File: src/hw/rtl/assert_macros.svh
// Assertion macros shared by the queue and back-end RTL files of the math unit.
`ifndef ASSERT_MACROS_SVH
`define ASSERT_MACROS_SVH

// Plain property, checked on the rising clock, off while reset is high.
`define SCAU_ASSERT(lbl, clk_s, rst_s, prop, msg) \
  lbl: assert property (@(posedge clk_s) disable iff (rst_s) prop) else $error(msg);

// Overlapping implication, checked on the rising clock, off while reset is high.
`define SCAU_ASSERT_IMP(lbl, clk_s, rst_s, ante, cons, msg) \
  lbl: assert property (@(posedge clk_s) disable iff (rst_s) (ante) |-> (cons)) else $error(msg);

`endif

File: src/hw/rtl/scau_pkg.sv
// Shared types, codes and constants of the sqrt / cos / acos unit.
`default_nettype none

package scau_pkg;

  // Defaults for the top-level parameters
  localparam int FRAC_BITS_DEF   = 16;
  localparam int QUEUE_DEPTH_DEF = 4;

  // Request codes on req_type
  localparam logic [1:0] REQ_SQRT = 2'd0;
  localparam logic [1:0] REQ_COS  = 2'd1;
  localparam logic [1:0] REQ_ACOS = 2'd2;
  localparam logic [1:0] REQ_NONE = 2'd3;   // unused code, answers zero

  // Operation class after decode; OP_ZERO covers the unused code
  typedef enum logic [1:0] {
    OP_SQRT = 2'd0,
    OP_COS  = 2'd1,
    OP_ACOS = 2'd2,
    OP_ZERO = 2'd3
  } op_t;

  // Decoded command passed from the front end to the back end
  typedef struct packed {
    op_t         op;
    logic        neg;   // acos: operand was negative
    logic [31:0] rad;   // root input (integer part of the radicand)
    logic [31:0] mag;   // cos: |x|, acos: |clamped x|
  } cmd_t;

  // Constants with 30 fraction bits
  localparam logic [63:0] Q30_C0      = 64'd20110433;
  localparam logic [63:0] Q30_C1      = 64'd79737142;
  localparam logic [63:0] Q30_C2      = 64'd227756103;
  localparam logic [63:0] Q30_HALF_PI = 64'd1686629713;
  localparam logic [63:0] Q30_PI      = 64'd3373259426;
  localparam logic [63:0] Q30_TWO_PI  = 64'd6746518852;

  // Round a Q30 constant to f fraction bits, half up
  function automatic logic [63:0] to_frac(input logic [63:0] c30, input int f);
    int s;
    logic [63:0] r;
    s = 30 - f;
    if (s == 0) begin
      r = c30;
    end else begin
      r = (c30 + (64'd1 << (s - 1))) >> s;
    end
    return r;
  endfunction

endpackage

`default_nettype wire

File: src/hw/rtl/scau_front.sv
// Front end: request decode, operand clamp and radicand select.
`default_nettype none

module scau_front #(
  parameter int FRAC_BITS = scau_pkg::FRAC_BITS_DEF
) (
  input  wire logic               req_valid,
  output logic                    req_ready,
  input  wire logic [1:0]         req_type,
  input  wire logic signed [31:0] operand,
  output logic                    push_valid,
  output scau_pkg::cmd_t          push_cmd,
  input  wire logic               push_ready
);

  localparam logic [31:0] ONE = 32'(64'd1 << FRAC_BITS);

  logic        is_neg;
  logic [31:0] abs_x;
  logic [31:0] acos_a;

  // Beat passes straight into the queue
  assign req_ready  = push_ready;
  assign push_valid = req_valid;

  assign is_neg = operand[31];
  assign abs_x  = is_neg ? 32'(-operand) : 32'(operand);

  // |x| clamped to one
  assign acos_a = (abs_x > ONE) ? ONE : abs_x;

  // Decode
  always_comb begin
    push_cmd.neg = is_neg;
    push_cmd.rad = '0;
    push_cmd.mag = abs_x;
    case (req_type)
      scau_pkg::REQ_SQRT: begin
        push_cmd.op  = scau_pkg::OP_SQRT;
        push_cmd.rad = is_neg ? 32'd0 : 32'(operand);
      end
      scau_pkg::REQ_COS: begin
        push_cmd.op  = scau_pkg::OP_COS;
      end
      scau_pkg::REQ_ACOS: begin
        push_cmd.op  = scau_pkg::OP_ACOS;
        push_cmd.rad = ONE - acos_a;
        push_cmd.mag = acos_a;
      end
      default: begin
        push_cmd.op  = scau_pkg::OP_ZERO;
      end
    endcase
  end

endmodule

`default_nettype wire

File: config.mk
export PLATFORM = sky130hd
export DESIGN_NAME = scau_front
export DESIGN_NICKNAME = d
export VERILOG_FILES = /design/src/hw/rtl/assert_macros.svh /design/src/hw/rtl/scau_pkg.sv /design/src/hw/rtl/scau_front.sv
export SDC_FILE = /design/constraint.sdc
export NUM_CORES = 1
export LEC_CHECK = 0
export BUFFER_PORTS_ARGS = -buffer_cell sky130_fd_sc_hd__buf_2
export CAP_MARGIN = 20
export CORE_MARGIN = 5
export CORE_UTILIZATION = 54
export DETAILED_ROUTE_END_ITERATION = 8
export PLACE_DENSITY = 0.95
export SYNTH_ARGS = -nofsm -noshare
export SYNTH_HDL_FRONTEND = slang
export SYNTH_SLANG_ARGS = --single-unit
File: constraint.sdc
create_clock -name vclk -period 6.7
set_input_delay 1.005 -clock vclk [all_inputs]
set_output_delay 1.005 -clock vclk [all_outputs]
set_load 0.05 [all_outputs]
Word-level counts from Yosys, hierarchy flattened
Cells that the tools add are included.
{ "totals": {"word_cells": 12, "input_bits": 36, "reg_bits": 0, "output_inout_bits": 69} }
{ "op_classes": {"add_sub_neg": 2, "n_eq_ne": 2, "magnitude_cmp": 1, "n_mux": 6, "reduce_logical": 1} }
{ "ops": {"columns": ["op", "n"], "rows": [
  ["32-bit 2-to-1 mux", 3],
  ["32-bit case mux with 2 select lines", 1],
  ["32-bit by 17-bit > comparator with 1-bit output (second input constant)", 1],
  ["32-bit negation", 1],
  ["17-bit by 32-bit subtractor with 32-bit output (first input constant)", 1],
  ["31-bit 2-to-1 mux", 1],
  ["2-bit case mux with 3 select lines", 1],
  ["2-bit by 1-bit == test with 1-bit output (second input constant)", 1],
  ["2-bit == test (second input constant)", 1],
  ["2-bit logical NOT", 1]
]} }

Logic depth before layout (Yosys ltp)
Gate-level depths: netlist of the first run.
{ "depth": {"word_depth": 6, "ltp_mapped": 18, "depth_no_buf": 15} }

Worst setup path after synthesis of the first run
OpenSTA, ideal clock, no wires.
{ "synth_path": {"kind": "input port to output port", "startpoint": "input operand[14]", "endpoint": "output push_cmd[48] (netlist bit)", "required_time_ns": 5.695, "stages": 16, "path_buffers": 4, "setup_slack_ns": 1.171, "arrival_ns": 4.524, "path_cell_list": "buf_2 -> or4_4 -> or3_1 -> buf_2 -> o21a_1 -> or3_1 -> a211oi_1 -> and4b_1 -> buf_6 -> and2_1 -> nand2_1 -> ha_1 -> clkbuf_1 -> nand2b_1 -> a21o_4 -> nand3_1"} }
{ "synth_rtl": {"columns": ["element", "line", "source"], "rows": [
  ["start, declared", "scau_front.sv:10", "input wire logic signed [31:0] operand,"],
  ["end, declared", "scau_front.sv:12", "output scau_pkg::cmd_t push_cmd,"]
]} }

==> results of run 1 <==
==> placed cells by master (no fill, tap or decap), types with 3 or more instances in the layout <==
master    instances
xor2_1           26
and4b_1           4
or2_2             4
a22oi_1           3
o31ai_1           9
o21a_1            4
inv_1             7
or3_1            11
nor2b_1           4
nor3_1            6
o21ai_0          12
nand2b_1          4
nor4b_1           4
buf_4             3
nor4_1            6
nor2_1           38
nand3_1          13
a221o_1           5
a22o_1            6
and2_1            7
a31oi_1           7
nand3b_1          5
xnor2_1          13
nand2_1          58
nor3_2            3
mux2i_1           6
nand4_1           7
buf_2           101
o41ai_1           3
a21oi_1           4
==> cell type report <==
class,instances,area [um^2]
fillers,377,1390
inverters,7,26.3
multi-input cells,302,1970
well taps,50,62.6
repair buffers,104,528
==> logic make-up (layout without fill, tap and decap cells) <==
kind of cell,count (synthesis),count (layout),synth area share [%]
AO/OA/AOI/OAI,67,67,24.2
XOR/XNOR,39,39,15.6
adder cells (fa/ha/maj),2,2,1.14
buffers and inverters,43,111,10.3
multiplexers,7,7,3.26
AND/OR/NAND/NOR,187,187,45.5
==> Yosys cell counts, types with 5 or more instances <==
master / number
buf_2: 6
clkbuf_1: 20
nand4_1: 7
nand3b_1: 5
a31oi_1: 7
inv_1: 7
o21ai_0: 12
a22o_1: 6
or3_1: 11
o31ai_1: 9
nand2_1: 58
nand3_1: 13
and2_1: 7
mux2i_1: 6
xnor2_1: 13
nor2_1: 38
buf_6: 6
xor2_1: 26
nor3_1: 7
nor4_1: 6
a221o_1: 5
==> worst paths after layout <==
check | cells past startpoint | slack (ns) | end | startpoint
hold / removal | 0 | 2.01 | push_valid | req_valid
setup / recovery | 15 | 0.51 | push_cmd[40] | operand[0]
==> layer usage <==
metal / track usage (%) / vias up
li1: - / 1370
met1: 36.9 / 1360
met3: 1.78 / 16
met5: 0 / -
met4: 4.83 / 0
met2: 48.1 / 172
==> critical path: cells and delay by family <==
| kind | cells | cell delay [ns] |
|---|---|---|
| buffers and inverters | 3 | 0.51 |
| AOI/OAI and AO/OA | 4 | 1.21 |
| xor gates and xnor gates | 1 | 0.41 |
| and+or+nand+nor | 5 | 1.51 |
| adders and majority gates | 2 | 0.53 |
==> power groups by stage <==
stage               clock network, uW  registers [uW]  logic [uW]
finish                              0               0         238
global route                        0               0         254
CTS                                 0               0         237
detailed placement                  0               0         236
global placement                    0               0         233
floorplan                           0               0         183
==> through the flow <==
step | total power [uW] | worst slack (ns)
2_1_floorplan | 183 | 1.17
3_3_place_gp | 233 | 0.874
3_5_place_dp | 236 | 0.594
4_1_cts | 237 | 0.601
5_1_grt | 254 | 0.0896
6_report | 238 | 0.512
==> run summary, run 1 <==
Rows: 23
Final-report hold violation count: 0
Syn Inst Count: 345
Post-Route WL: 7570 um
Post-CTS Setup Bufs: 0
Power per cell area: 92.0 nW/um^2
Crit path kind: in2out
YS warnings: 0
I/O Pins: 105
Seq Cell Count: 0
RSZ-0062 raised after global routing: false
Starting density of the core: 55.1%
Int Power: 61.8 uW
GRT Overall Usage: 27.4%
NetSw: 176 uW
DIE AREA: 5430 um^2
Min-delay worst type: in2out
Worst stage delay on the critical path: 0.57 ns
Crit-path cells: buf_2, inv_1, ha_1, nor4b_2, nand4_1, o31ai_1, xor2_1, a41o_1, and2_1, nand2_1, ha_1, nand2b_1, a31oi_1, a221o_1, buf_2
Setup_tns: 0 ns
HPWL after DPL: 5950 um
Finished Core Util: 65.1%
Net Sw Frac: 74.0%
Fin crit share: 92.4%
Vias/cell: 6.30
Post-route non-filler standard cell count: 463
Rel. slew slack: 44.4%
Port Buf Inserts: 101
Antenna cell count: 0
Global-route wire length before repair: 12300 um
Initial DRC Count: 276
GR Overflow Total: 0
Clock Power Share: 0%
Post-CTS Resized: 0
Synthesized Nets: 383
Die Y: 73.7 um
Initial antenna violation count: 0
Core footprint: 3970 um^2
Layout Nets: 453
Via count: 2918
Avg Cell Area, Syn: 6.35 um^2
Setup violators final: 0
Max_cap viols: 0
Share of layout cells above drive strength 1: 30.0%
Leak pwr: 0.00129 uW
Die X: 73.7 um
Minimum clock period: 6.19 ns
Met3 wire len: 804 um
WL/cell: 16.4 um
GPL Wtd Cong: 0.975
Met2 wire len: 3650 um
Met1 WL: 2990 um
Routed Antenna Nets: 0
Largest fanout on the critical path: 14
DRC errors left: 0
Slowest CP cell: nand4_1
CP startpoint kind: primary input
Synth top area share: 10.4%
Min Hold Slack: 2.01 ns
Largest net degree at the start of global routing: 47
Final instance area: 2590 um^2
Area leader, netlist: xor2_1
CP required: 5.69 ns
Achievable clock frequency: 162 MHz
Seq/Total Area, Yosys: 0%
CP endpoint kind: output pin
Vias in the first global route: 2598
Seq pwr share: 0%
Layout overhead on the synthesized area: 18.1%
Placed cell count: 463
Drt pass-1 iters: 6
Fin. max-slew vios: 0
Status: completed
Cell variety after synth: 56
Top Metal Used: met4
Worst path arrival time: 5.18 ns
Netlist Area Pre-Place: 2190 um^2
Max IR drop VDD: 0.0577 mV
Sequential cell area: 0 um^2
CLK BUF: 0
Post-CTS Hold Buffers: 0
Worst Max-Slew Pin Slew: 0.833 ns
Post-DP Area: 2590 um^2
Top cells by area, synth: xor2_1, nand2_1, nor2_1
Combinational share of power: 100.0%
No activity file was read; power rests on OpenSTA's default activity.
==> run 2, diff against run 1 <==
--- a/config.mk
+++ b/config.mk
@@ -8,9 +8,10 @@
 export BUFFER_PORTS_ARGS = -buffer_cell sky130_fd_sc_hd__buf_2
 export CAP_MARGIN = 20
 export CORE_MARGIN = 5
-export CORE_UTILIZATION = 54
+export CORE_UTILIZATION = 45
 export DETAILED_ROUTE_END_ITERATION = 8
-export PLACE_DENSITY = 0.95
+export MAX_ROUTING_LAYER = met4
+export PLACE_DENSITY = 0.89
 export SYNTH_ARGS = -nofsm -noshare
 export SYNTH_HDL_FRONTEND = slang
 export SYNTH_SLANG_ARGS = --single-unit
==> constraint.sdc (replaced) <==
create_clock -name vclk -period 5.32
set_input_delay 0.798 -clock vclk [all_inputs]
set_output_delay 0.798 -clock vclk [all_outputs]
set_load 0.05 [all_outputs]
==> run 2 against run 1 <==
Net effect:
- design area is 6.4% higher
- combinational power up 30%
- wire length is 3.7% higher
- critical endpoint is now push_cmd[36]
- largest cell class unchanged
- largest power group unchanged
==> run summary, run 2 (same netlist as run 1, synthesis figures left out) <==
Status: completed (unchanged)
Post-Route WL: 7850 um (was 7570 um)
CP startpoint kind: primary input (unchanged)
Fin. max-slew vios: 0 (unchanged)
Via count: 2966 (was 2918)
GRT Max-Usage Layer: met2 (unchanged)
Routed Antenna Nets: 0 (unchanged)
Grt met2 use: 40.7% (was 48.1%)
Commonest non-fill, non-tap cells in the layout: buf_2, nand2_1, nor2_1 (unchanged)
GR Overflow Total: 0 (unchanged)
Max IR drop VDD: 0.0611 mV (was 0.0577 mV)
Worst path arrival time: 4.31 ns (was 5.18 ns)
Worst stage delay on the critical path: 0.55 ns (was 0.57 ns)
Post-CTS Hold Buffers: 0 (unchanged)
Global-route wire length before repair: 12500 um (was 12300 um)
GRT Overall Usage: 23.8% (was 27.4%)
Share of layout cells above drive strength 1: 33.3% (was 30.0%)
CLK BUF: 0 (unchanged)
Crit path kind: in2out (unchanged)
Fin crit share: 96.1%
Vias in the first global route: 2660 (was 2598)
Rel. slew slack: 48.2% (was 44.4%)
Vias/cell: 6.00 (was 6.30)
Placed cell count: 492 (was 463)
Max_cap viols: 0 (unchanged)
Fill cell count: 449 (was 377)
Power per cell area: 113 nW/um^2 (was 92.0 nW/um^2)
Sequential cell area: 0 um^2 (unchanged)
Leak pwr: 0.00137 uW (was 0.00129 uW)
Achievable clock frequency: 196 MHz
Pwr Total: 310 uW (was 238 uW)
Layout overhead on the synthesized area: 25.7% (was 18.1%)
Drt pass-1 iters: 5 (was 6)
Antenna cell count: 0 (unchanged)
Most common cell after layout, fill and taps aside: buf_2 (unchanged)
Largest fanout on the critical path: 7 (was 14)
Seq Cell Count: 0 (unchanged)
Minimum clock period: 5.11 ns
CP endpoint kind: output pin (unchanged)
CP required: 4.52 ns (was 5.69 ns)
Initial antenna violation count: 0 (unchanged)
Largest net degree at the start of global routing: 33 (was 47)
Setup violators final: 0 (unchanged)
RSZ-0062 raised after global routing: false (unchanged)
Rows: 25 (was 23)
Min Hold Slack: 1.60 ns (was 2.01 ns)
Crit-path cells: buf_2, or4_4, or3_4, o21a_1, or3_1, a211oi_1, and4b_1, and2_1, nand2_1, ha_1, buf_4, nand2_1, nor3_1, o211ai_1, nand3b_1, buf_2 (was buf_2, inv_1, ha_1, nor4b_2, nand4_1, o31ai_1, xor2_1, a41o_1, and2_1, nand2_1, ha_1, nand2b_1, a31oi_1, a221o_1, buf_2)
Layout Nets: 467 (was 453)
Initial DRC Count: 317 (was 276)
Post-route non-filler standard cell count: 494 (was 463)
Die X: 79.8 um (was 73.7 um)
GPL Wtd Cong: 0.943 (was 0.975)
Finished Core Util: 58.3% (was 65.1%)
Worst Max-Slew Pin Slew: 0.770 ns (was 0.833 ns)
Routing usage on met3: 0.564% (was 1.78%)
Die Y: 79.8 um (was 73.7 um)
I/O Pins: 105 (unchanged)
Starting density of the core: 46.4% (was 55.1%)
DRC errors left: 0 (unchanged)
Core footprint: 4720 um^2 (was 3970 um^2)
Met1 Use GR: 32.2% (was 36.9%)
HPWL after DPL: 6090 um (was 5950 um)
Slowest CP cell: or4_4 (was nand4_1)
Min-delay worst type: in2out (unchanged)
DIE AREA: 6360 um^2 (was 5430 um^2)
Port Buf Inserts: 101 (unchanged)
WL/cell: 15.9 um (was 16.4 um)
Setup_tns: 0 ns (unchanged)
Final-report hold violation count: 0 (unchanged)
-- run 2: cell types whose count changed in the layout (fill, tap and decap cells not counted), moves of 2 or more --
| cell | delta |
|---|---|
| buf_4 | +13 |
| buf_2 | -2 |
| or3_4 | +2 |
| or3_1 | -2 |
| clkbuf_4 | +2 |
-- run 2: power breakdown --
part,internal (uW),switching (uW)
sequential,0,0
combinational,85.3,225
clock,0,0
total,85.3,225
-- run 2: critical path: cells and delay by family --
family / cells / cell delay [ns]
adder cells (fa/ha/maj): 1 / 0.21
buffers and inverters: 3 / 0.53
AO/OA/AOI/OAI: 3 / 0.63
AND/OR/NAND/NOR: 9 / 2.13
-- run 2: what timing repair did --
item	4_1_cts	5_1_grt
buffers inserted	0	1
resized for setup	0	7
endpoints found under the setup margin	0	15
-- run 2: path summary, 6_finish.rpt --
check,start,endpoint,cells past startpoint
setup / recovery,operand[15],push_cmd[36],16
hold / removal,push_ready,req_ready,0
-- run 2: layout make-up --
cell class | instances | area (um^2) | area share [%]
multi-input combinational | 302 | 2000 | 72.5
timing repair buffer | 118 | 646 | 23.5
tap | 67 | 83.8 | 3.05
inverter | 7 | 26.3 | 0.955
-- run 2: metrics by stage --
| step | instance area (um^2) | setup slack, ns |
|---|---|---|
| after floorplan | 2190 | 0.205 |
| after global placement | 2700 | 0.174 |
| after detailed placement | 2700 | 0.108 |
| after CTS | 2700 | 0.0978 |
| after global routing | 2750 | 0.0533 |
| final | 2750 | 0.209 |
-- run 2: layer usage --
layer | share of wire, % | routed length [um] | up-vias
li1 | - | - | 1399
met1 | 42 | 3310 | 1353
met2 | 47 | 3670 | 196
met3 | 9.2 | 726 | 18
met4 | 1.8 | 140 | 0
met5 | 0 | 0 | -
