[config.mk]
export PLATFORM = sky130hd
export DESIGN_NAME = scau_queue
export DESIGN_NICKNAME = d
export VERILOG_FILES = /design/src/hw/rtl/scau_pkg.sv /design/src/hw/rtl/scau_queue.sv
export VERILOG_INCLUDE_DIRS = /design/src /design/src/hw/rtl
export SDC_FILE = /design/constraint.sdc
export NUM_CORES = 1
export LEC_CHECK = 0
export ABC_CLOCK_PERIOD_IN_PS = 3500
export BUFFER_PORTS_ARGS = -buffer_cell sky130_fd_sc_hd__buf_4
export CAP_MARGIN = 0
export CELL_PAD_IN_SITES_DETAIL_PLACEMENT = 1
export CELL_PAD_IN_SITES_GLOBAL_PLACEMENT = 2
export CORE_UTILIZATION = 48
export CTS_CLUSTER_SIZE = 25
export DETAILED_ROUTE_END_ITERATION = 8
export GPL_TIMING_DRIVEN = 0
export HOLD_SLACK_MARGIN = 0.08
export MAX_ROUTING_LAYER = met4
export PLACE_DENSITY = 0.95
export SLEW_MARGIN = 20
export SYNTH_ARGS = -nofsm -noshare
export SYNTH_HDL_FRONTEND = slang
export SYNTH_SLANG_ARGS = --single-unit
[constraint.sdc]
create_clock -name clk -period 3.5 [get_ports clk]
set_input_delay 0.35 -clock clk [delete_from_list [all_inputs] [get_ports clk]]
set_output_delay 0.35 -clock clk [all_outputs]
set_load 0.01 [all_outputs]
[src/hw/rtl/assert_macros.svh]
// Assertion macros shared by the queue and back-end RTL files of the math unit.
`ifndef ASSERT_MACROS_SVH
`define ASSERT_MACROS_SVH

// Plain property, checked on the rising clock, off while reset is high.
`define SCAU_ASSERT(lbl, clk_s, rst_s, prop, msg) \
  lbl: assert property (@(posedge clk_s) disable iff (rst_s) prop) else $error(msg);

// Overlapping implication, checked on the rising clock, off while reset is high.
`define SCAU_ASSERT_IMP(lbl, clk_s, rst_s, ante, cons, msg) \
  lbl: assert property (@(posedge clk_s) disable iff (rst_s) (ante) |-> (cons)) else $error(msg);

`endif

[src/hw/rtl/scau_pkg.sv]
// Shared types, codes and constants of the sqrt / cos / acos unit.
`default_nettype none

package scau_pkg;

  // Defaults for the top-level parameters
  localparam int FRAC_BITS_DEF   = 16;
  localparam int QUEUE_DEPTH_DEF = 4;

  // Request codes on req_type
  localparam logic [1:0] REQ_SQRT = 2'd0;
  localparam logic [1:0] REQ_COS  = 2'd1;
  localparam logic [1:0] REQ_ACOS = 2'd2;
  localparam logic [1:0] REQ_NONE = 2'd3;   // unused code, answers zero

  // Operation class after decode; OP_ZERO covers the unused code
  typedef enum logic [1:0] {
    OP_SQRT = 2'd0,
    OP_COS  = 2'd1,
    OP_ACOS = 2'd2,
    OP_ZERO = 2'd3
  } op_t;

  // Decoded command passed from the front end to the back end
  typedef struct packed {
    op_t         op;
    logic        neg;   // acos: operand was negative
    logic [31:0] rad;   // root input (integer part of the radicand)
    logic [31:0] mag;   // cos: |x|, acos: |clamped x|
  } cmd_t;

  // Constants with 30 fraction bits
  localparam logic [63:0] Q30_C0      = 64'd20110433;
  localparam logic [63:0] Q30_C1      = 64'd79737142;
  localparam logic [63:0] Q30_C2      = 64'd227756103;
  localparam logic [63:0] Q30_HALF_PI = 64'd1686629713;
  localparam logic [63:0] Q30_PI      = 64'd3373259426;
  localparam logic [63:0] Q30_TWO_PI  = 64'd6746518852;

  // Round a Q30 constant to f fraction bits, half up
  function automatic logic [63:0] to_frac(input logic [63:0] c30, input int f);
    int s;
    logic [63:0] r;
    s = 30 - f;
    if (s == 0) begin
      r = c30;
    end else begin
      r = (c30 + (64'd1 << (s - 1))) >> s;
    end
    return r;
  endfunction

endpackage

`default_nettype wire

[src/hw/rtl/scau_queue.sv]
// Command queue between the front end and the back end.
`default_nettype none
`include "assert_macros.svh"

module scau_queue #(
  parameter int DEPTH = scau_pkg::QUEUE_DEPTH_DEF
) (
  input  wire logic           clk,
  input  wire logic           rst,
  input  wire logic           push_valid,
  input  wire scau_pkg::cmd_t push_cmd,
  output logic                push_ready,
  output logic                pop_valid,
  output scau_pkg::cmd_t      pop_cmd,
  input  wire logic           pop_ready
);

  localparam int PW = $clog2(DEPTH);
  localparam int CW = $clog2(DEPTH + 1);

  scau_pkg::cmd_t mem [0:DEPTH-1];
  logic [PW-1:0]  wr_ptr;
  logic [PW-1:0]  rd_ptr;
  logic [CW-1:0]  count;
  logic           push;
  logic           pop;

  assign push_ready = (count != CW'(DEPTH));
  assign pop_valid  = (count != '0);
  assign pop_cmd    = mem[rd_ptr];
  assign push       = push_valid && push_ready;
  assign pop        = pop_valid && pop_ready;

  // Storage
  always_ff @(posedge clk) begin
    if (push) begin
      mem[wr_ptr] <= push_cmd;
    end
  end

  // Pointers and fill count
  always_ff @(posedge clk) begin
    if (rst) begin
      wr_ptr <= '0;
      rd_ptr <= '0;
      count  <= '0;
    end else begin
      if (push) begin
        wr_ptr <= (wr_ptr == PW'(DEPTH - 1)) ? '0 : wr_ptr + 1'b1;
      end
      if (pop) begin
        rd_ptr <= (rd_ptr == PW'(DEPTH - 1)) ? '0 : rd_ptr + 1'b1;
      end
      if (push && !pop) begin
        count <= count + 1'b1;
      end else if (pop && !push) begin
        count <= count - 1'b1;
      end
    end
  end

  `SCAU_ASSERT(a_count_max, clk, rst, count <= CW'(DEPTH), "queue count beyond depth")
  `SCAU_ASSERT(a_count_inc, clk, rst, (push && !pop) |=> (count == $past(count) + 1'b1), "queue count did not grow on push")

endmodule

`default_nettype wire

# ---- Word-level counts from Yosys, hierarchy flattened
# Memories as Yosys holds them, arrays and structs flattened. A register that Yosys moved wholly into a read port is not among the register bits.
# Index checks and enable logic that the tools add are counted.
# Widths: inputs -> output; s select.
dict set report word_totals {
  ff_bits 7
  mem_bits_rw 268
  output_inout_bits 69
  wordCells 27
  memories 1
}
dict set report op_classes {
  add_sub_neg 4
  eq_ne 3
  muxes 8
  reduce_logical 8
}
# name depth word_bits read_ports rd_ports_with_merged_regs write_ports line_no
set memory_table {}
lappend memory_table {mem 4 67 1 1 1 scau_queue.sv:21} ;# scau_pkg::cmd_t mem [0:DEPTH-1];
# cell count
set ops {}
lappend ops {{$mux 2} 4}
lappend ops {{$mux 3} 2}
lappend ops {{$add 2x1->2 const B} 2}
lappend ops {{$eq 2x2->1 const B} 2}
lappend ops {{$logic_and 1x1->1} 4}
lappend ops {{$add 3x1->3 const B} 1}
lappend ops {{$ne 3x3->1 const B} 1}
lappend ops {{$reduce_bool 3->1} 1}
lappend ops {{$sub 3x1->3 const B} 1}
lappend ops {{$logic_not 1->1} 2}
lappend ops {{$mux 1} 2}
lappend ops {{$reduce_bool 2->1} 1}

# ---- Depth between registers and ports, before layout
# Gate-level depths: netlist of run 1.
dict set report depth {
  word_depth 6
  ltp_mapped 9
  depth_no_buf 8
}

# ---- Worst setup path after synthesis of run 1
# No wires, ideal clock.
dict set report synth_timing {
  kind {reg2reg}
  startpoint {reg count[0]}
  endpoint {reg count[2]}
  t_arrival_ns 2.119
  t_required_ns 3.430
  path_slack_ns 1.311
  stages_incl_launch_ff 8
  n_path_buf 0
  cell_sequence {dfxtp_1 o31ai_1 ha_1 inv_1 fa_1 xor2_1 or3_2 a21oi_1}
}
dict set report synth_between {
  elab_chain_cells 5
}
# element line_no
set synth_rtl {}
lappend synth_rtl {{start, declared} scau_queue.sv:24} ;# logic [CW-1:0] count;
lappend synth_rtl {{start signal, assigned} scau_queue.sv:55} ;# count <= count + 1'b1;
lappend synth_rtl {{start signal, assigned} scau_queue.sv:57} ;# count <= count - 1'b1;
lappend synth_rtl {{parallel branches: the longest is 5 deep, another holds $sub 3x1->3} -}
# Several ways; the timed one is not identified. The select of a mux whose other input is x is not followed.
# A chain may end at the register's enable or synchronous reset.

# ---- Final worst setup path of run 1
dict set report layout_timing {
  startpoint {reg count[1]}
  endpoint {reg count[2]}
}
# The elaborated chain is that of the path after synthesis.

==> results of run 1 <==
==> area by class of cell <==
| class | instances | area [µm²] |
|---|---|---|
| clock buffers | 38 | 759 |
| fillers | 1664 | 7380 |
| flip-flops and latches | 277 | 8230 |
| well taps | 270 | 338 |
| inverters | 3 | 11.3 |
| repair buffers | 209 | 1790 |
| clock inverters | 10 | 68.8 |
| multi-input cells | 101 | 1810 |
| plain buffers | 17 | 119 |
==> state kept, by name (all words and copies together) (netlist names), named ones only <==
register and count:
count 3, mem 268, rd_ptr 2, wr_ptr 2
==> placed cells by master (no fill, tap or decap) <==
master,n
edfxtp_1,268
buf_4,141
mux4_2,67
dlygate4sd3_1,67
clkbuf_16,29
clkbuf_1,10
dfxtp_1,9
clkinv_1,7
ha_1,6
buf_6,5
buf_2,5
and3_4,4
buf_12,4
buf_1,3
inv_1,3
nor2_1,3
mux2i_1,3
or3_2,2
xor2_1,2
a21oi_1,2
nand2b_1,2
or3b_1,1
and2_4,1
o31ai_1,1
nor3_1,1
nand3_1,1
o31ai_2,1
or3_1,1
nand2_1,1
o21ai_0,1
fa_1,1
clkinvlp_4,1
clkinv_2,1
bufinv_16,1
==> per-layer routing <==
metal,global-route usage (%),vias to the layer above,part of all wire [%]
met1,25.6,2557,40
met2,36.8,148,53
met5,-,-,0
met4,4.23,0,1.6
li1,-,2179,-
met3,3.61,34,4.7
==> repair_timing <==
action	CTS	global route
hold endpoints to repair	268	0
hold buffers	67	0
setup buffers	0	0
==> critical path, cell delays in order (launching register included) <==
cell and delay (ns):
dfxtp_1 0.37, o31ai_1 0.68, ha_1 0.34, inv_1 0.08
fa_1 0.39, xor2_1 0.20, or3_2 0.42, a21oi_1 0.14
==> through the flow <==
step	instances	power (mW)	hold slack, ns	worst slack [ns]	area, µm²
after floorplan	398	5.30	0.449	1.31	10200
after global placement	806	6.09	0.486	0.952	11500
after detailed placement	810	6.23	0.517	0.865	11600
after CTS	925	9.03	0.111	0.851	13100
after global routing	925	9.29	0.125	0.666	13100
final	925	8.92	0.142	0.803	13100
==> kinds of logic (layout without fill, tap and decap cells) <==
kind of cell             count (synthesis)  in the layout
XOR/XNOR                                 2              2
buffers and inverters                   20            277
adder cells (fa/ha/maj)                  7              7
flip-flops                             277            277
AO/OA/AOI/OAI                            5              5
AND/OR/NAND/NOR                         17             17
multiplexers                            70             70
==> cells in the mapped netlist <==
| master | count | area [µm²] |
|---|---|---|
| nand2_1 | 1 | 3.75 |
| buf_4 | 3 | 22.5 |
| o21ai_0 | 1 | 5.00 |
| buf_1 | 3 | 11.3 |
| mux4_2 | 67 | 1510 |
| nand3_1 | 1 | 5.00 |
| a21oi_1 | 2 | 10.0 |
| buf_6 | 5 | 56.3 |
| and3_2 | 4 | 30.0 |
| fa_1 | 1 | 20.0 |
| or3b_1 | 1 | 8.76 |
| mux2i_1 | 3 | 30.0 |
| nand2b_1 | 2 | 12.5 |
| edfxtp_1 | 268 | 8050 |
| ha_1 | 6 | 75.1 |
| buf_2 | 5 | 25.0 |
| inv_1 | 3 | 11.3 |
| or3_2 | 2 | 15.0 |
| or3_1 | 1 | 6.26 |
| clkbuf_1 | 1 | 3.75 |
| o31ai_2 | 1 | 12.5 |
| and2_4 | 1 | 8.76 |
| nor2_1 | 3 | 11.3 |
| xor2_1 | 2 | 17.5 |
| o31ai_1 | 1 | 7.51 |
| dfxtp_1 | 9 | 180 |
| nor3_1 | 1 | 5.00 |
==> final timing paths <==
path                           from                endpoint  slack [ns]
max           count[1]$_SDFFE_PP0P_   count[2]$_SDFFE_PP0P_        0.80
min                      push_valid  wr_ptr[0]$_SDFFE_PP0P_        0.14
max reg2reg   count[1]$_SDFFE_PP0P_   count[2]$_SDFFE_PP0P_        0.80
min reg2reg  rd_ptr[0]$_SDFFE_PP0P_                register        0.52
==> power by group through the flow <==
stage | Sequential (mW) | Clock [mW] | Combinational (mW)
floorplan | 4.15 | 0 | 1.15
global placement | 4.17 | 0 | 1.92
detailed placement | 4.20 | 0 | 2.04
CTS | 4.13 | 2.79 | 2.11
global route | 4.16 | 2.90 | 2.24
finish | 4.13 | 2.72 | 2.07
==> impl_metrics.toml, run 1 <==
[synth]
syn_nets = 476
synth_top_family_by_area = "multiplexers"
synth-adder-area-share_pct = 0.937
ys_types = 27
synthXorXnorAreaFrac_pct = 0.173
yosysSeqAreaShare_pct = 81.1
synth_area_per_cell_um2 = 25.5
ys_ff_latch = 277
yosysWarnings = 0
postSynthCellCount = 398
synth.cell_area_um2 = 10200
synth-simple-area-share_pct = 1.05
synth-compound-area-share_pct = 0.345
synth_mux_area_share_pct = 15.2

[final_layout]
nets = 715
areaGrowthSynthToFinish_pct = 29.2
diodes = 0
final_util_pct = 64.0
drive_gt1_share_pct = 40.0

[die]
io_pins = 140
die_width_um = 147
core_area_um2 = 20500
die_area_um2 = 21700
start_util_pct = 49.5
die_h_um = 147
rows = 52

[drt]
drt_wl_total_um = 21100
wl_per_cell_um = 22.8
route.detailed.drc = 0
via_per_inst = 5.32
ant_nets = 0
dr.pass1.iters = 4
vias = 4918
drt_iter0_drc = 241

[clock_tree]
path_clk_slew_ns = 0.06
cts_max_path_buffers = 3
ctsResizeCount = 0
cts_max_level = 1
cts_sinks = 277
clockRootBuffer = "clkbuf_16"
clk_latency_ns = 0.52
cts_made_buffers = 28
cts_tree = "done"

[setup_path]
crit_fanout = 5
crit_path_start_kind = "register"
critPathKind = "register to register"
cp-end-kind = "register"
r2r_cells = 7
cp_data_arrival_time_ns = 3.15
required_ns = 3.96

[pwr]
power_frac_seq_pct = 46.2
power.share.clock_pct = 30.5
pwr-share-comb_pct = 23.2
p_int_mw = 6.67
netSwitchingPower_mw = 2.25
swShare_pct = 25.3
p_per_area_nw_per_um2 = 680
max-vdd-ir-drop_mv = 0.511
leakagePower_nw = 4.48

[timing]
worst_pin_slew_ns = 0.743
fmax_mhz = 371
clock_skew_ns = 0.00949
rsz0062_at_grt = "false"
fin_tns_setup_ns = 0
hold_violations = 0
drv_slew = 0
finalSetupViolCount = 0
fin_crit_sh_pct = 77.1
slew_headroom_pct = 50.0
fin_crit_ns = 2.70

[job]
maxCapViolCount = 0

[grt]
grtUsageTotal_pct = 20.9
grt_pass1_wl_um = 33000
grt_max_degree = 38
grt_pass1_vias = 5695
gr-total-overflow = 0
antenna_found_initial = 0

[status]
status = "completed"

[placement]
place.gp.congestion = 0.683
dpl.hpwl_um = 12500
io_buffers = 138

[hold_path]
worst_hold_path_type = "input pin to register"
hold_depth = 3
No activity file was read; power rests on OpenSTA's default activity.
==> run 2, diff against run 1 <==
Settings changed: ABC_CLOCK_PERIOD_IN_PS 3500 to 2500, CORE_UTILIZATION 48 to 45, PLACE_DENSITY 0.95 to 0.91.
Clock period 3.5 ns to 2.5 ns, I/O delays scaled along.
==> impl_metrics.toml, run 2 (same netlist as run 1, synthesis figures left out) <==
[setup_path]
cp_data_arrival_time_ns = 2.14
r2r-end = "count[2]$_SDFFE_PP0P_"
timing.critical_path.cells = "buf_2 -> buf_8 -> buf_6 -> mux4_2 -> buf_4"
cp-end-kind = "output port"
critPathTopFamily = "buffers and inverters"
crit_fanout = 10
rrSetupSlack_ns = 0.15
critPathKind = "register to output port"
required_ns = 2.25
r2r_cells = 9
max_stage_delay_ns = 0.54
r2r-start = "count[2]$_SDFFE_PP0P_"
crit_path_start_kind = "register"
worst_path_max_delay_cell = "mux4_2"
timing.critical_path.buf_inv = 4

[drt]
ant_nets = 0
route.detailed.drc = 11
drt_wl_total_um = 21400
via_per_inst = 5.19
drt_iter0_drc = 170
wl_per_cell_um = 22.7
dr.pass1.iters = 7
vias = 4885

[timing]
worst_slack_ns = 0.109
drv_slew = 0
fin_crit_sh_pct = 95.6
finalSetupViolCount = 0
slew_headroom_pct = 53.5
hold_violations = 0
fmax_mhz = 418
fin_tns_setup_ns = 0
worst_pin_slew_ns = 0.698
fin_crit_ns = 2.39
clock_skew_ns = 0.0106

[final_layout]
largest-register = "mem"
largest_reg_flops = 268
post_layout_nonfiller_instances = 941
layout_common_cells = "edfxtp_1, buf_4, dlygate4sd3_1"
diodes = 0
areaGrowthSynthToFinish_pct = 31.8
fin_area_um2 = 13400
layout_commonest_cell = "edfxtp_1"
nets = 717
drive_gt1_share_pct = 42.4
reg_top3 = "mem x268, count x3"

[grt]
grt_pass1_vias = 5661
grtUsageTotal_pct = 19.6
gr-total-overflow = 0
antenna_found_initial = 0
grt_max_degree = 40
grt_pass1_wl_um = 33000

[clock_tree]
cts_setup_buffers = 0
path_clk_slew_ns = 0.06
cts_tree = "done"
clk_latency_ns = 0.53
cts_max_level = 1
clockRootBuffer = "clkbuf_16"
cts_max_path_buffers = 3
cts_sinks = 277
cts_made_buffers = 29

[die]
start_util_pct = 46.2
core_area_um2 = 22000
die_h_um = 152
rows = 54
die_width_um = 152
die_area_um2 = 23200
io_pins = 140

[hold_path]
min-delay-start = "pop_ready"
worst_hold_path_type = "input pin to register"
hold_depth = 4

[placement]
post-place-ws_ns = -0.00688
place_area_um2 = 11600
place.gp.congestion = 0.712
io_buffers = 138
dpl.hpwl_um = 12900
place_inst = 820

[pwr]
power_frac_seq_pct = 43.6
p_per_area_nw_per_um2 = 992
netSwitchingPower_mw = 3.32
leakagePower_nw = 4.59
max-vdd-ir-drop_mv = 0.597
power.share.clock_pct = 34.1
swShare_pct = 25.0
pwr-share-comb_pct = 22.2
p_int_mw = 9.95

[job]
maxCapViolCount = 0

[status]
status = "finished with violations"
violations = "DRC"
run 2: how the worst max path moves through the flow:
stage          cells past startpoint             startpoint  slack, ns                    end
2_1_floorplan                      7  count[0]$_SDFFE_PP0P_       0.31  count[2]$_SDFFE_PP0P_
3_3_place_gp                       3  count[0]$_SDFFE_PP0P_      -0.08   mem[1][30]$_DFFE_PP_
3_5_place_dp                       7  count[0]$_SDFFE_PP0P_     -0.007  count[2]$_SDFFE_PP0P_
4_1_cts                            4               register      0.007            pop_cmd[44]
5_1_grt                            9  count[2]$_SDFFE_PP0P_     -0.003  count[2]$_SDFFE_PP0P_
6_report                           5               register       0.11            pop_cmd[36]
run 2: power groups by stage:
stage                     combinational, mW  sequential (mW)  clock (mW)
after floorplan                        1.61             5.82           0
after global placement                 2.69             5.84           0
after detailed placement               2.87             5.88           0
after CTS                              2.98             5.78        4.62
after global routing                   3.17             5.83        4.78
final                                  2.95             5.79        4.53
run 2: stage by stage:
| step | utilization, % | hold WS, ns | total power, mW |
|---|---|---|---|
| detailed placement | 53.0 | 0.452 | 8.75 |
| finish | 60.9 | 0.0827 | 13.3 |
| floorplan | - | 0.349 | 7.42 |
| CTS | 60.8 | 0.0878 | 13.4 |
| global placement | 52.5 | 0.448 | 8.53 |
| global route | 60.9 | 0.103 | 13.8 |
run 2: per-layer routing:
layer  wire, µm  global-route usage (%)
met4        345                    4.23
met3       1040                    3.16
met2      11800                    36.0
met5          0                       -
met1       8220                    22.5
run 2: area by class of cell:
cell class | instances | area [µm²]
tap | 280 | 350
clock buffer | 33 | 751
timing repair buffer | 210 | 1800
buffer | 17 | 138
multi-input combinational | 101 | 1820
clock inverter | 20 | 269
sequential | 277 | 8230
inverter | 3 | 11.3
fill | 1804 | 8580
run 2: worst min-delay path, cell delays in order:
cell and delay (ns):
buf_4 0.09, o31ai_4 0.08, nand2_1 0.07, a21oi_1 0.07
run 2: what timing repair did:
item                       in CTS  in global routing
hold endpoints to repair      269                  0
setup endpoints to repair       1                 23
gates resized for setup         1                  9
hold buffers                   68                  0
==> run 3, diff against run 2 <==
--- a/config.mk
+++ b/config.mk
@@ -13,2 +13,3 @@
 export CELL_PAD_IN_SITES_GLOBAL_PLACEMENT = 2
+export CORE_ASPECT_RATIO = 2
 export CORE_UTILIZATION = 45
--- a/constraint.sdc
+++ b/constraint.sdc
@@ -3,2 +3,2 @@
 set_output_delay 0.25 -clock clk [all_outputs]
-set_load 0.01 [all_outputs]
+set_load 0.02 [all_outputs]
==> impl_metrics.toml, run 3 (same netlist as run 1, synthesis figures left out) <==
[final_layout]
largest-register = "mem"
layout_commonest_cell = "edfxtp_1"
reg_top3 = "mem x268, count x3"
multiInputGateArea_um2 = 1810
seq_area_um2 = 8230
layout_common_cells = "edfxtp_1, buf_4, dlygate4sd3_1"
nets = 712
post_layout_nonfiller_instances = 930
drive_gt1_share_pct = 41.6
areaGrowthSynthToFinish_pct = 30.9
largest_reg_flops = 268
fillers = 1886

[hold_path]
worst_hold_path_type = "input pin to register"

[timing]
fin_crit_ns = 2.40
drv_slew = 0
clock_skew_ns = 0.0147
fin_crit_sh_pct = 96.1
hold_violations = 0
fmax_mhz = 416
fin_tns_setup_ns = 0
slew_headroom_pct = 52.7
finalSetupViolCount = 0
rsz0062_at_grt = "false"
worst_pin_slew_ns = 0.709

[drt]
via_per_inst = 5.23
drt_wl_total_um = 22500
drt_iter0_drc = 182
vias = 4866
ant_nets = 0
dr.pass1.iters = 4
wl_per_cell_um = 24.2
route.detailed.drc = 0

[grt]
grtUsageTotal_pct = 20.9
grt_pass1_vias = 5724
grt_max_degree = 46
antenna_found_initial = 2
grt_pass1_wl_um = 34200
gr-total-overflow = 0

[job]
maxCapViolCount = 0

[die]
rows = 77
die_h_um = 214
die_width_um = 108
start_util_pct = 45.8
io_pins = 140
die_area_um2 = 23200
core_area_um2 = 22200

[pwr]
netSwitchingPower_mw = 3.56
p_int_mw = 9.83
leakagePower_nw = 4.54
pwr-share-comb_pct = 24.7
p_per_area_nw_per_um2 = 1010
power.share.clock_pct = 32.1
swShare_pct = 26.6
max-vdd-ir-drop_mv = 0.993
power_frac_seq_pct = 43.2

[clock_tree]
cts_tree = "done"
clockRootBuffer = "clkbuf_16"
cts_max_path_buffers = 3
cts_made_buffers = 24
path_clk_slew_ns = 0.07
cts_setup_buffers = 0
cts_max_level = 1
cts_sinks = 277
clk_latency_ns = 0.53

[setup_path]
required_ns = 2.94
crit_path_start_kind = "register"
worst_path_max_delay_cell = "dfxtp_1"
timing.critical_path.buf_inv = 2
cp-end-kind = "register"
critPathTopFamily = "simple AND/OR/NAND/NOR gates"
timing.critical_path.cells = "or3b_1 -> buf_6 -> and2_4 -> ha_1 -> inv_1 -> fa_1 -> xor2_1 -> or3_2 -> a21oi_1"
critPathKind = "register to register"
max_stage_delay_ns = 0.45
cp_data_arrival_time_ns = 2.84
crit_fanout = 7

[placement]
dpl.hpwl_um = 14100
place.gp.congestion = 0.719
io_buffers = 138
place_inst = 816

[status]
status = "completed"
==> run 3: cell types whose count changed in the layout (fill, tap and decap cells not counted), sizes merged <==
cell,previous run,this run
clkbuf,37,29
clkinv,11,4
clkinvlp,2,5
buf,155,157
bufinv,6,8
diode,0,2
inv,4,3
==> run 3: final timing paths <==
kind | from | endpoint | slack, ns | cells past startpoint
setup reg to reg | count[0]$_SDFFE_PP0P_ | count[2]$_SDFFE_PP0P_ | 0.1 | 9
hold / removal | rst | count[1]$_SDFFE_PP0P_ | 0.13 | 2
hold reg to reg | rd_ptr[0]$_SDFFE_PP0P_ | register | 0.51 | 2
setup / recovery | count[0]$_SDFFE_PP0P_ | count[2]$_SDFFE_PP0P_ | 0.1 | 9
==> run 3: power groups by stage <==
stage	registers, mW	logic [mW]	clock network, mW
after floorplan	5.82	1.95	0
after global placement	5.84	3.05	0
after detailed placement	5.88	3.25	0
after CTS	5.78	3.36	4.38
after global routing	5.82	3.51	4.54
final	5.78	3.31	4.30
==> run 3: per-layer routing <==
metal	global-route usage [%]	wire (µm)	part of all wire, %	up-vias
met4	7.26	576	2.6	0
met1	22.5	8050	36	2538
met3	2.83	800	3.6	36
met5	-	0	0	-
li1	-	-	-	2169
met2	38.5	13100	58	123
==> run 3: per-stage QoR <==
step | area (µm²) | power (mW) | setup WS (ns) | utilization (%) | hold slack [ns]
6_report | 13300 | 13.4 | 0.0970 | 60.0 | 0.127
5_1_grt | 13300 | 13.9 | 0.00210 | 60.0 | 0.144
4_1_cts | 13300 | 13.5 | 0.0320 | 59.9 | 0.0957
3_5_place_dp | 11700 | 9.13 | 0.0119 | 52.6 | 0.456
3_3_place_gp | 11500 | 8.89 | -0.0487 | 52.0 | 0.449
2_1_floorplan | 10200 | 7.77 | 0.311 | - | 0.349
==> run 3: layout make-up <==
type                    count  area share, %
inverters                   3         0.0848
clock buffers              27           4.77
diodes                      2         0.0377
plain buffers              17          0.970
multi-input cells         101           13.6
clock inverters            17           2.22
well taps                 276           2.60
flip-flops and latches    277           61.9
repair buffers            210           13.7
==> run 3: what timing repair did <==
action                                  in CTS  in global routing
endpoints found under the setup margin       1                  2
pin swaps                                    0                  0
gates resized for setup                      1                  3
hold endpoints to repair                   269                  0
hold buffers                                68                  0
